===== src/rtl/zst_pkg.sv =====
// Shared types, constants and the thinning decision for the Zhang-Suen pass.
package zst_pkg;

    localparam int PixW          = 8;
    localparam int WidthFieldW   = 11;
    localparam int HeightFieldW  = 12;
    localparam int RowW          = 13;   // rows run past the image height while draining
    localparam int CfgDataW      = 12;
    localparam int CfgIdxW       = 1;
    localparam int DefMaxWidth   = 1024;
    localparam int DefWidth      = 640;
    localparam int DefHeight     = 480;
    localparam int MinDim        = 3;

    localparam logic [CfgIdxW-1:0] RegImageWidth  = 1'd0;
    localparam logic [CfgIdxW-1:0] RegImageHeight = 1'd1;

    localparam logic ModePixel = 1'b0;
    localparam logic ModeFlush = 1'b1;

    typedef logic [PixW-1:0] pix_t;
    typedef pix_t [8:0] win_t;

    typedef struct packed {
        pix_t top;
        pix_t mid;
    } line_pair_t;

    typedef struct packed {
        logic advance;
        logic interior;
    } stage_ctrl_t;

    // Ring order P2..P9 maps onto window taps 1,2,5,8,7,6,3,0.
    function automatic logic must_clear(win_t w, logic second);
        logic [7:0] r;
        logic [3:0] cnt;
        logic [3:0] trans;
        logic       blocked;
        r[0] = w[1] != '0;
        r[1] = w[2] != '0;
        r[2] = w[5] != '0;
        r[3] = w[8] != '0;
        r[4] = w[7] != '0;
        r[5] = w[6] != '0;
        r[6] = w[3] != '0;
        r[7] = w[0] != '0;
        cnt   = '0;
        trans = '0;
        for (int i = 0; i < 8; i++)
        begin
            cnt   = cnt + {3'b000, r[i]};
            trans = trans + {3'b000, (!r[i] && r[(i + 1) % 8])};
        end
        // r[0]=P2, r[2]=P4, r[4]=P6, r[6]=P8
        if (second)
            blocked = (r[0] && r[2] && r[6]) || (r[0] && r[4] && r[6]);
        else
            blocked = (r[0] && r[2] && r[4]) || (r[2] && r[4] && r[6]);
        return (cnt >= 4'd2) && (cnt <= 4'd6) && (trans == 4'd1) && !blocked;
    endfunction

endpackage


===== src/rtl/zst_window_stage.sv =====
// 3x3 window and the per-centre clear decision of one sub-iteration.
module zst_window_stage #(
    parameter logic Second = 1'b0
) (
    input  logic                 clk,
    input  logic                 rst_n,
    input  zst_pkg::stage_ctrl_t ctrl,
    input  zst_pkg::pix_t        top,
    input  zst_pkg::pix_t        mid,
    input  zst_pkg::pix_t        value,
    output zst_pkg::pix_t        center,
    output logic                 clear
);
    import zst_pkg::*;

    win_t win_reg;
    win_t win_next;

    always_comb
    begin
        win_next[0] = win_reg[1];
        win_next[1] = win_reg[2];
        win_next[2] = top;
        win_next[3] = win_reg[4];
        win_next[4] = win_reg[5];
        win_next[5] = mid;
        win_next[6] = win_reg[7];
        win_next[7] = win_reg[8];
        win_next[8] = value;
    end

    assign center = win_next[4];
    assign clear  = ctrl.interior && (win_next[4] != '0) && must_clear(win_next, Second);

    always_ff @(posedge clk or negedge rst_n)
    begin
        if (!rst_n)
            win_reg <= '0;
        else if (ctrl.advance)
            win_reg <= win_next;
    end

endmodule


===== config.mk =====
export PLATFORM = sky130hd
export DESIGN_NAME = zst_window_stage
export DESIGN_NICKNAME = d
export VERILOG_FILES = /design/src/rtl/zst_pkg.sv /design/src/rtl/zst_window_stage.sv
export SDC_FILE = /design/constraint.sdc
export NUM_CORES = 1
export LEC_CHECK = 0
export BUFFER_PORTS_ARGS = -buffer_cell sky130_fd_sc_hd__buf_4
export CELL_PAD_IN_SITES_DETAIL_PLACEMENT = 1
export CELL_PAD_IN_SITES_GLOBAL_PLACEMENT = 1
export CORE_AREA = 4 4 77 79
export CTS_CLUSTER_SIZE = 10
export DETAILED_ROUTE_END_ITERATION = 8
export DIE_AREA = 0 0 81 83
export PLACE_DENSITY = 0.8
export SYNTH_ARGS = -nofsm -noshare
export SYNTH_HDL_FRONTEND = slang
export SYNTH_SLANG_ARGS = --single-unit

===== constraint.sdc =====
create_clock -name clk -period 9.6 [get_ports clk]
set_clock_uncertainty 0.2 [all_clocks]
set_input_delay 0.96 -clock clk [delete_from_list [all_inputs] [get_ports clk]]
set_output_delay 0.96 -clock clk [all_outputs]
set_load 0.05 [all_outputs]

==> results of run 1 <==
-- power by group --
| part | internal [mW] | switching (mW) |
|---|---|---|
| sequential | 0.227 | 0.0183 |
| combinational | 0.0365 | 0.0342 |
| clock | 0.0588 | 0.0622 |
| total | 0.323 | 0.115 |
-- flip-flops by register name (all words and copies together) (netlist names) --
| name | count |
|---|---|
| win_next | 40 |
| center | 8 |
-- worst max-delay path: stages --
cell and delay (ns):
buf_4 0.11, or4_1 0.52, nor2_1 0.24, ha_1 0.22, fa_1 0.42, fa_1 0.52, fa_1 0.55, ha_1 0.17
inv_1 0.06, fa_1 0.38, a211o_1 0.24, a22oi_1 0.16, and4_1 0.21, buf_4 0.20
-- path summary, 6_finish.rpt --
check / startpoint / endpoint / slack (ns) / cells past startpoint
worst min register to register: win_next[50] / win_next[50] / 0.31 / 1
max in group asynchronous: rst_n / center[4] / 8.33 / 1
worst max-delay path: top[1] / clear / 3.47 / 14
min in group asynchronous: rst_n / win_next[61] / 0.46 / 1
worst max register to register: center[4] / win_next[28] / 8.60 / 1
worst min-delay path: win_next[50] / win_next[50] / 0.31 / 1
-- cell families (layout without fill, tap and decap cells) --
kind of cell,Yosys count,count (layout)
AND/OR/NAND/NOR,29,29
buffers and inverters,20,51
XOR/XNOR,1,1
AO/OA/AOI/OAI,13,13
adder cells (fa/ha/maj),15,15
multiplexers,48,48
flip-flops,48,48
-- stage by stage --
stage / hold WS (ns) / power, mW / setup slack [ns] / util [%] / std cells
after CTS: 0.318 / 0.443 / 3.45 / 51.5 / 277
after detailed placement: 0.297 / 0.322 / 3.45 / 49.8 / 269
final: 0.315 / 0.437 / 3.47 / 51.5 / 277
after floorplan: 0.281 / 0.297 / 3.68 / - / 174
after global placement: 0.292 / 0.319 / 3.52 / 49.8 / 269
after global routing: 0.330 / 0.460 / 3.28 / 51.5 / 277
-- final cells by class --
| cell class | instances | area, sq um |
|---|---|---|
| inverters | 7 | 26.3 |
| repair buffers | 36 | 270 |
| multi-input cells | 106 | 1070 |
| flip-flops and latches | 48 | 1200 |
| clock buffers | 8 | 90.1 |
| well taps | 72 | 90.1 |
| fillers | 567 | 2590 |
-- synth_stat cells --
library cell | number | area [sq um]
dfrtp_1 | 48 | 1200
o2111ai_1 | 1 | 8.76
or4_1 | 2 | 15.0
a22oi_1 | 1 | 7.51
ha_1 | 7 | 87.6
and4_1 | 1 | 8.76
nor4_2 | 4 | 50.1
xor2_1 | 1 | 8.76
nand2_1 | 7 | 26.3
nor4_1 | 12 | 75.1
a21o_1 | 1 | 7.51
buf_2 | 5 | 25.0
fa_1 | 8 | 160
a211o_1 | 1 | 8.76
buf_4 | 8 | 60.1
mux2_2 | 48 | 541
a21oi_1 | 8 | 40.0
inv_1 | 7 | 26.3
nor2_1 | 2 | 7.51
o211ai_2 | 1 | 12.5
nor3b_1 | 1 | 7.51
-- metal layers --
layer  up-vias  global-route usage [%]  share of wire (%)
met5         -                       0                  0
met2        16                    24.0                 51
met3         5                    2.93                1.9
li1        684                       -                  -
met4         0                    4.61                1.4
met1       749                    20.5                 45
==> key figures, run 1 <==
Status
  • Status: finished, final reports clean

Job
  • # Max-Cap Violations: 0

Critical path
  • WP data arrival: 4.97 ns
  • Critical path required time: 8.44 ns
  • Worst setup SP type: input pin
  • CP Class: in2out
  • CP max FO: 3
  • Crit path capture type: output pin

Logic synthesis
  • Area of the mapped netlist: 2380 sq um
  • Post-synthesis xor/xnor area fraction: 0.367%
  • Seq/Total Area, Yosys: 50.4%
  • Syn_area_per_cell: 13.7 sq um
  • Synth Net Count: 217
  • Synthesized-area fraction occupied by adder cells: 10.4%
  • Synth Area in Simple Gates: 7.97%
  • Synth Area in Compound Gates: 3.57%
  • Ys Warns: 0
  • Largest family of logic cells by synthesized area: multiplexers
  • Synth cell types: 21
  • Cell count after synthesis: 174
  • Post-synthesis mux area share: 22.7%
  • Seq cells post-synth: 48

Clock network
  • H-tree depth: 2
  • Clock Tree Buf Depth: 2
  • Hold_buf cts: 0
  • CTS buffer count: 5
  • Setup Fix Bufs, Post-CTS: 0
  • CTS clk-pin slew, worst paths: 0.08 ns
  • Clk sinks: 48
  • Clock root cell: clkbuf_8
  • CTS tree: built
  • Post_cts resized: 0
  • Clock Latency Late Sink: 0.29 ns

Placed design
  • I/O Buffers: 36
  • Hpwl dp: 3.54 mm
  • Placer Congestion: 0.804
  • Dpl cell area: 2660 sq um

STA
  • Worst rel slew slack: 59.1%
  • Final setup viols: 0
  • Max Clock Freq: 0.163 GHz
  • Final hold vios: 0
  • Worst-margin pin slew: 0.614 ns
  • RSZ-0062 raised after global routing: no
  • Final worst path period need: 6.13 ns
  • Setup TNS: 0 ns
  • Period utilization: 63.8%
  • Fin. max-slew vios: 0

Route
  • Drt pass-1 iters: 3
  • Total wire length: 4.61 mm
  • Antenna viol nets, final: 0
  • Vias: 1454
  • Drc violations: 0
  • Initial drt markers: 27
  • Average wire per standard cell: 16.6 um
  • Vias/cell: 5.25

Floorplan
  • Starting Density: 44.7%
  • Cell row count: 27
  • # IOs: 37
  • Die area: 6720 sq um
  • Die span in x: 81 um
  • Core area: 5340 sq um
  • Height of the die: 83 um

Final layout
  • Nets@finish: 247
  • Finished Cell Area: 2750 sq um
  • ANT cells: 0
  • Most frequent cells in the layout: mux2_2, dfrtp_1, buf_4
  • Area delta synth->final: 15.3%
  • Share of cells above drive strength 1: 46.3%

GRT
  • Wire length of the first global-routing pass: 7.82 mm
  • Largest net degree at the start of global routing: 49
  • Antenna violations before repair: 0
  • GRT Util Overall: 15.0%
  • Number of global-route vias before repair: 1556
  • Total grt overflow: 0

Pwr
  • Pwr/cell area: 159 nW/um^2
  • Max VDD drop: 76.3 uV
  • Leak: 1.17 nW

Worst hold path
  • HP Class: reg2reg
(Power assumes the default switching activity.)
==> run 2, diff against run 1 <==
Settings changed: CORE_AREA 4 4 77 79 to 4 4 82 84, DIE_AREA 0 0 81 83 to 0 0 86 88, PLACE_DENSITY 0.8 to 0.75.
Clock period 9.6 ns to 5.3 ns, I/O delays scaled along.
==> run 2 against run 1 <==
  * Clock power increased by 87%
  * Cell count increased by 1.4%
  * Flip-flop and latch count is the same
  * Combinational power up 84%
  * First-iteration DRC count is 140% higher
  * Die area rose by 13%
  * Worst setup slack lost 3.3 ns
  * Sequential power up 83%
  * Non-clock buffer count is 1 higher
  * Highest routed layer unchanged
  * Critical path depth is 1 higher
  * Total power grew 84%
==> key figures, run 2 (synthesis gave the netlist of run 1 again) <==
Floorplan
  • Height of the die: 88 um
  • Cell row count: 28
  • Starting Density: 40.3%
  • Die area: 7570 sq um
  • # IOs: 37
  • Die span in x: 86 um
  • Core area: 5920 sq um

STA
  • Worst rel slew slack: 59.1%
  • RSZ-0062 raised after global routing: no
  • Final worst path period need: 5.13 ns
  • Max Clock Freq: 0.195 GHz
  • Worst setup margin: 0.165 ns
  • Final setup viols: 0
  • Worst-margin pin slew: 0.614 ns
  • Fin. max-slew vios: 0
  • Final hold vios: 0
  • Period utilization: 96.9%

GRT
  • Number of global-route vias before repair: 1684
  • Wire length of the first global-routing pass: 8.18 mm
  • M1 GR Usage: 18.2%
  • Met2 usage: 22.5%
  • Largest net degree at the start of global routing: 49
  • Met3 Use GR: 3.86%
  • GRT Util Overall: 14.0%
  • GRT Max-Usage Layer: met2
  • Antenna violations before repair: 0
  • Total grt overflow: 0

Route
  • Antenna viol nets, final: 0
  • Average wire per standard cell: 17.0 um
  • Initial drt markers: 64
  • Total wire length: 4.78 mm
  • Vias/cell: 5.27
  • Drc violations: 0
  • Vias: 1480
  • Drt pass-1 iters: 4

Critical path
  • Critical path required time: 4.57 ns
  • Worst setup SP type: input pin
  • Most Frequent Cell on Critical Path: fa_1
  • CP bufs+invs: 4
  • Slowest stage cell, crit path: fa_1
  • Crit path capture type: output pin
  • CP cell instances: buf_4 > or4_1 > nor2_2 > inv_1 > fa_1 > fa_1 > fa_1 > ha_2 > inv_1 > fa_1 > xor2_1 > nor3b_1 > a21oi_1 > and4_1 > buf_6
  • CP Class: in2out
  • WP data arrival: 4.40 ns
  • CP max stage delay: 0.56 ns
  • CP max FO: 3
  • Family with the most delay on the worst path: adder cells

Clock network
  • CTS buffer count: 5
  • Clk sinks: 48
  • CTS tree: built
  • Hold_buf cts: 0
  • H-tree depth: 2
  • Clock Latency Late Sink: 0.30 ns
  • Clock root cell: clkbuf_8
  • Clock Tree Buf Depth: 2
  • CTS clk-pin slew, worst paths: 0.08 ns

Pwr
  • Pwr/cell area: 286 nW/um^2
  • Max VDD drop: 138 uV
  • Leak: 1.18 nW
  • Tot Pwr: 0.805 mW

Final layout
  • ANT cells: 0
  • Max reg flops: 40
  • Post-route insts no fill: 281
  • Nets@finish: 248
  • Area delta synth->final: 17.9%
  • Most frequent cells in the layout: mux2_2, dfrtp_1, buf_4
  • Share of cells above drive strength 1: 50.5%
  • Finished Cell Area: 2810 sq um

Status
  • Status: finished, final reports clean

Placed design
  • Placed Instances: 273
  • Placer Congestion: 0.783
  • Worst slack, placed: -0.00115 ns
  • Dpl cell area: 2670 sq um
  • Hpwl dp: 3.57 mm
  • I/O Buffers: 36

Job
  • # Max-Cap Violations: 0

Worst hold path
  • HP Class: in2async
==> run 2: changes by cell type in the layout (fill, tap and decap cells not counted), sizes merged <==
cell / before / now
clkbuf: 8 / 7
buf: 36 / 37
clkinvlp: 0 / 1
==> run 2: layout make-up <==
type | instances | area [sq um]
flip-flops and latches | 48 | 1200
repair buffers | 37 | 282
fillers | 628 | 3110
clock buffers | 7 | 86.3
multi-input cells | 106 | 1120
inverters | 7 | 26.3
well taps | 75 | 93.8
clock inverters | 1 | 7.51
==> run 2: path summary, 6_finish.rpt <==
kind	depth (start not counted)	start	end	slack [ns]
worst min-delay path	1	rst_n	win_next[63]	0.03
min in group clk	2	mid[4]	center[4]	0.26
worst max-delay path	15	top[3]	clear	0.17
worst min register to register	1	win_next[5]	win_next[5]	0.32
max in group asynchronous	1	rst_n	win_next[58]	4.45
worst max register to register	1	center[7]	win_next[31]	4.27
==> run 2: metal layers <==
metal	vias to the layer above	routed length (um)
li1	682	-
met1	769	2130
met3	6	201
met5	-	0
met2	23	2370
met4	0	73
==> run 2: stage by stage <==
| step | setup TNS (ns) | util [%] | hold WS [ns] |
|---|---|---|---|
| floorplan | 0 | - | 0.0344 |
| CTS | 0 | 46.7 | 0.0448 |
| global route | 0 | 47.5 | 0.0721 |
| global placement | 0 | 45.1 | 0.291 |
| finish | 0 | 47.5 | 0.0298 |
| detailed placement | -0.00115 | 45.1 | 0.297 |
==> run 2: where the power goes <==
part | total, mW | switching [mW] | internal [mW]
Clock | 0.226 | 0.120 | 0.106
Sequential | 0.449 | 0.0377 | 0.412
Combinational | 0.130 | 0.0627 | 0.0674
Total | 0.805 | 0.220 | 0.585
==> run 2: repair_timing <==
action,4_1_cts,5_1_grt
buffers inserted,0,0
pin swaps,0,5
endpoints found under the setup margin,1,1
gates resized for setup,1,9
